`src/rtl/best_fit_block_allocator_defines.svh`:
```
`ifndef BEST_FIT_BLOCK_ALLOCATOR_DEFINES_SVH
`define BEST_FIT_BLOCK_ALLOCATOR_DEFINES_SVH

// same-cycle implication
`define BFBA_ASSERT_NOW(label, ante, cons, msg) \
    label: assert property (@(posedge clk) disable iff (!rst_n) (ante) |-> (cons)) \
        else $error(msg);

// next-cycle implication
`define BFBA_ASSERT_NEXT(label, ante, cons, msg) \
    label: assert property (@(posedge clk) disable iff (!rst_n) (ante) |=> (cons)) \
        else $error(msg);

`endif

```
`src/rtl/bfba_pkg.sv`:
```
`default_nettype none
package bfba_pkg;

    localparam logic [1:0] ST_OK       = 2'd0;
    localparam logic [1:0] ST_NOFIT    = 2'd1;
    localparam logic [1:0] ST_NOTFOUND = 2'd2;
    localparam logic [1:0] ST_FULL     = 2'd3;

    localparam logic CMD_ALLOC   = 1'b0;
    localparam logic CMD_RELEASE = 1'b1;

    localparam int SIZE_W  = 11;
    localparam int REQ_W   = 16;
    localparam int BLKO_W  = 10;

    typedef struct packed {
        logic       clr_en;
        logic       accept;
        logic       scan_clr;
        logic       blk_scan;
        logic       rec_scan;
        logic       alloc_wr;
        logic       rel_rd;
        logic       rel_wr;
        logic       res_load;
        logic [1:0] res_status;
    } dp_ctrl_t;

    typedef struct packed {
        logic clr_done;
        logic scan_done;
        logic fit_found;
        logic slot_found;
        logic hit_found;
        logic out_busy;
    } dp_stat_t;

endpackage
`default_nettype wire

```
`src/rtl/bfba_ctrl.sv`:
```
`default_nettype none
module bfba_ctrl (
    input  wire logic              clk,
    input  wire logic              rst_n,
    input  wire logic              in_valid,
    input  wire logic              in_cmd,
    output logic                   in_ready,
    input  wire bfba_pkg::dp_stat_t stat,
    output bfba_pkg::dp_ctrl_t     ctrl
);

    typedef enum logic [2:0] {
        S_CLEAR, S_IDLE, S_BSCAN, S_RSCAN, S_ALLOC_WR, S_REL_RD, S_REL_WR, S_DONE
    } state_t;

    state_t     state_reg, state_next;
    logic [1:0] res_reg, res_next;
    logic       rel_reg, rel_next;

    always_comb
    begin
        state_next = state_reg;
        res_next   = res_reg;
        rel_next   = rel_reg;
        ctrl       = '0;
        ctrl.res_status = res_reg;
        in_ready   = (state_reg == S_IDLE);
        unique case (state_reg)
            S_CLEAR:
            begin
                ctrl.clr_en = 1'b1;
                if (stat.clr_done)
                begin
                    ctrl.scan_clr = 1'b1;
                    state_next    = S_IDLE;
                end
            end
            S_IDLE:
            begin
                if (in_valid)
                begin
                    ctrl.accept   = 1'b1;
                    ctrl.scan_clr = 1'b1;
                    rel_next      = (in_cmd == bfba_pkg::CMD_RELEASE);
                    state_next    = (in_cmd == bfba_pkg::CMD_RELEASE) ? S_RSCAN : S_BSCAN;
                end
            end
            S_BSCAN:
            begin
                ctrl.blk_scan = 1'b1;
                if (stat.scan_done)
                begin
                    if (stat.fit_found)
                    begin
                        ctrl.scan_clr = 1'b1;
                        state_next    = S_RSCAN;
                    end
                    else
                    begin
                        res_next   = bfba_pkg::ST_NOFIT;
                        state_next = S_DONE;
                    end
                end
            end
            S_RSCAN:
            begin
                ctrl.rec_scan = 1'b1;
                if (stat.scan_done)
                begin
                    if (rel_reg)
                    begin
                        if (stat.hit_found)
                            state_next = S_REL_RD;
                        else
                        begin
                            res_next   = bfba_pkg::ST_NOTFOUND;
                            state_next = S_DONE;
                        end
                    end
                    else
                    begin
                        if (stat.slot_found)
                            state_next = S_ALLOC_WR;
                        else
                        begin
                            res_next   = bfba_pkg::ST_FULL;
                            state_next = S_DONE;
                        end
                    end
                end
            end
            S_ALLOC_WR:
            begin
                ctrl.alloc_wr = 1'b1;
                res_next      = bfba_pkg::ST_OK;
                state_next    = S_DONE;
            end
            S_REL_RD:
            begin
                ctrl.rel_rd = 1'b1;
                state_next  = S_REL_WR;
            end
            S_REL_WR:
            begin
                ctrl.rel_wr = 1'b1;
                res_next    = bfba_pkg::ST_OK;
                state_next  = S_DONE;
            end
            S_DONE:
            begin
                if (!stat.out_busy)
                begin
                    ctrl.res_load = 1'b1;
                    state_next    = S_IDLE;
                end
            end
            default: state_next = S_IDLE;
        endcase
    end

    always_ff @(posedge clk or negedge rst_n)
    begin
        if (!rst_n)
        begin
            state_reg <= S_CLEAR;
            res_reg   <= bfba_pkg::ST_OK;
            rel_reg   <= 1'b0;
        end
        else
        begin
            state_reg <= state_next;
            res_reg   <= res_next;
            rel_reg   <= rel_next;
        end
    end

endmodule
`default_nettype wire

```
`config.mk`:
```
export PLATFORM = sky130hd
export DESIGN_NAME = bfba_ctrl
export DESIGN_NICKNAME = d
export VERILOG_FILES = /design/src/rtl/best_fit_block_allocator_defines.svh /design/src/rtl/bfba_pkg.sv /design/src/rtl/bfba_ctrl.sv
export SDC_FILE = /design/constraint.sdc
export NUM_CORES = 1
export LEC_CHECK = 0
export BUFFER_PORTS_ARGS = -buffer_cell sky130_fd_sc_hd__buf_2
export CORE_AREA = 2 2 39 41
export CTS_BUF_LIST = sky130_fd_sc_hd__clkbuf_4 sky130_fd_sc_hd__clkbuf_8
export DETAILED_ROUTE_END_ITERATION = 16
export DIE_AREA = 0 0 41 43
export GPL_TIMING_DRIVEN = 0
export PLACE_DENSITY = 0.67
export SKIP_LAST_GASP = 1
export SYNTH_ARGS = -nofsm -noshare
export SYNTH_HDL_FRONTEND = slang
export SYNTH_SLANG_ARGS = --single-unit
```
`constraint.sdc`:
```
create_clock -name clk -period 2 [get_ports clk]
set_clock_uncertainty 0.2 [all_clocks]
set_input_delay 0.3 -clock clk [delete_from_list [all_inputs] [get_ports clk]]
set_output_delay 0.3 -clock clk [all_outputs]
set_load 0.1 [all_outputs]
```
==> flow_metrics.env <==
export IMPL_synth_area_leaders="dfrtp_1 (36%), nand2_1 (6.3%), a21oi_1 (4.8%)"
export IMPL_worst_path_largest_cell_delay_ps=460
export IMPL_areaGrowthSynthToFinish_pct=56.9
export IMPL_diodes=0
export IMPL_min_period_ps=1980
export IMPL_cts_buffer_depth=2
export IMPL_cp_num_buf_inv=2
export IMPL_yosys_top_cells_count="nand2_1 (7), dfrtp_1 (6), nor2_1 (5), a21oi_1 (4), nor3_1 (4)"
export IMPL_cts_tree="yes"
export IMPL_port_buffer_count=21
export IMPL_worst_pin_slew_ps=484
export IMPL_async_reset_ff_share_pct=100
export IMPL_dpl_hpwl_microns=851
export IMPL_synth_nets=61
export IMPL_cp_start_kind="flop"
export IMPL_crit_family="flip-flops"
export IMPL_cts_root_buffer_cell="clkbuf_4"
export IMPL_nets=88
export IMPL_fmax_mhz=506
export IMPL_gp_congestion=0.780
export IMPL_avgSynthCellArea_sq_um=8.15
export IMPL_grt_max_degree=11
export IMPL_cts_sinks=6
export IMPL_pre_cts_ws_ps=-66.9
export IMPL_netlist_top_cell_by_area="dfrtp_1"
export IMPL_start_util_pct=30.0
export IMPL_yosys_cell_types_count=23
export IMPL_post_route_period_util_pct=98.8
export IMPL_cts_clk_slew_worst_paths_ps=50
export IMPL_fin_ws_ps=23.7
export IMPL_core_area_sq_um=1380
export IMPL_largest_reg_flops=3
export IMPL_num_vias=484
export IMPL_yosysMostFrequentCell="nand2_1"
export IMPL_cp_end_kind="primary output"
export IMPL_grt_pass1_vias=419
export IMPL_synth_seq_cells=6
export IMPL_grt_antenna_before_repair=0
export IMPL_synth_flop_cell="dfrtp_1"
export IMPL_slowest_stage="dfrtp_2"
export IMPL_first_pass_iters=4
export IMPL_rsz0062_at_grt="yes"
export IMPL_die_w_microns=41
export IMPL_worst_skew_pair_late_latency_ps=250
export IMPL_cts_made_buffers=3
export IMPL_cp_max_fo=8
export IMPL_drv_cap=0
export IMPL_drt_iter0_drc=10
export IMPL_drcViolationCount=0
export IMPL_wirelength_microns=1100
export IMPL_hold_viol=0
export IMPL_grt_pass1_wl_microns=1740
export IMPL_drive_above_1_share_pct=52.6
export IMPL_htree_num_levels=1
export IMPL_overflow=0
export IMPL_critical_path_class="reg -> out"
export IMPL_grt_util_all_layers_pct=15.0
export IMPL_die_y_microns=43
export IMPL_dieArea_sq_um=1760
export IMPL_status="completed"
export IMPL_fin_area_sq_um=652
export IMPL_dpl_cell_area_sq_um=578
export IMPL_netlist_instances=51
export IMPL_synth_edf_count=0
export IMPL_synth_area_sq_um=415
export IMPL_drv_slew=0
export IMPL_ios=22
export IMPL_wl_per_cell_microns=11.9
export IMPL_rows=14
export IMPL_crit_arrival_ps=1480
export IMPL_final_util_pct=47.1
export IMPL_required_ps=1500
export IMPL_setup_viol=0
export IMPL_hold_path_class="in -> reg"
export IMPL_yosysSeqAreaShare_pct=36.1
export IMPL_vias_per_cell=5.26
export IMPL_ys_warn_count=0
export IMPL_final_antenna_net_count=0
export IMPL_crit_path_cell_trace="inv_4 > nand2_1 > o22a_1 > nor2_4 > buf_8"
export IMPL_netlist_area_leader_share_pct=36.1
export IMPL_max_slew_margin_pct=68.0
kinds of logic after synthesis:
group / share of synthesized area, %
AO/OA/AOI/OAI: 21.1
buffers and inverters: 7.53
AND/OR/NAND/NOR: 32.8
multiplexers: 2.41
flip-flops: 36.1
layout by cell type (no fill, tap or decap), types with 2 or more instances in the layout:
master,count
o21ai_0,2
o211ai_1,2
buf_2,11
inv_1,2
clkbuf_4,8
buf_4,7
nand2b_1,2
dfrtp_1,5
nand2_1,6
nor2_1,3
nor2_2,2
nor3_2,3
a21oi_1,4
nor3_4,2
layout make-up:
| class | count | area [sq um] |
|---|---|---|
| Timing Repair Buffer | 22 | 148 |
| Clock buffer | 3 | 22.5 |
| Inverter | 3 | 13.8 |
| Buffer | 3 | 22.5 |
| Fill cell | 140 | 732 |
| Sequential cell | 6 | 151 |
| Tap cell | 16 | 20.0 |
| Multi-Input combinational cell | 39 | 274 |
through the flow:
stage,setup TNS (ps),instances,hold WS [ps]
3_3_place_gp,-69.5,88,-65.7
4_1_cts,-26.7,92,71.8
3_5_place_dp,-66.9,88,-64.7
6_report,0,92,72.2
5_1_grt,-38.7,92,79.6
2_1_floorplan,-889,51,-196
what timing repair did:
item                       4_1_cts  5_1_grt
buffers inserted                 0        0
setup endpoints to repair        8        6
hold endpoints to repair         6        0
gates resized for setup          9        8
pin swaps                        0        0
hold buffers                     1        0
metal layers:
layer / share of wire [%] / GRT usage, % / routed length (microns) / vias up
met5: 0 / 0 / 0 / -
met4: 1.3 / 4.00 / 14 / 0
met3: 10 / 9.42 / 110 / 2
met2: 44 / 21.3 / 479 / 20
met1: 45 / 18.6 / 492 / 224
li1: - / - / - / 238
final timing paths:
| check | slack (ps) | to | from | cells after the start |
|---|---|---|---|---|
| max | 20 | ctrl[8] | state_reg[0]$_DFFE_PN0P_ | 5 |
| min | 70 | state_reg[1]$_DFFE_PN0P_ | stat[4] | 2 |
| max reg2reg | 660 | state_reg[0]$_DFFE_PN0P_ | state_reg[2]$_DFFE_PN0P_ | 4 |
| min reg2reg | 320 | res_reg[0]$_DFFE_PN0P_ | res_reg[0]$_DFFE_PN0P_ | 2 |
| max in group asynchronous | 1230 | state_reg[0]$_DFFE_PN0P_ | rst_n | 2 |
| min in group asynchronous | 200 | rel_reg$_DFFE_PN0P_ | rst_n | 2 |
Power is not shown: default switching activity piles up to over one toggle a cycle in this logic, so the estimate is an artifact.
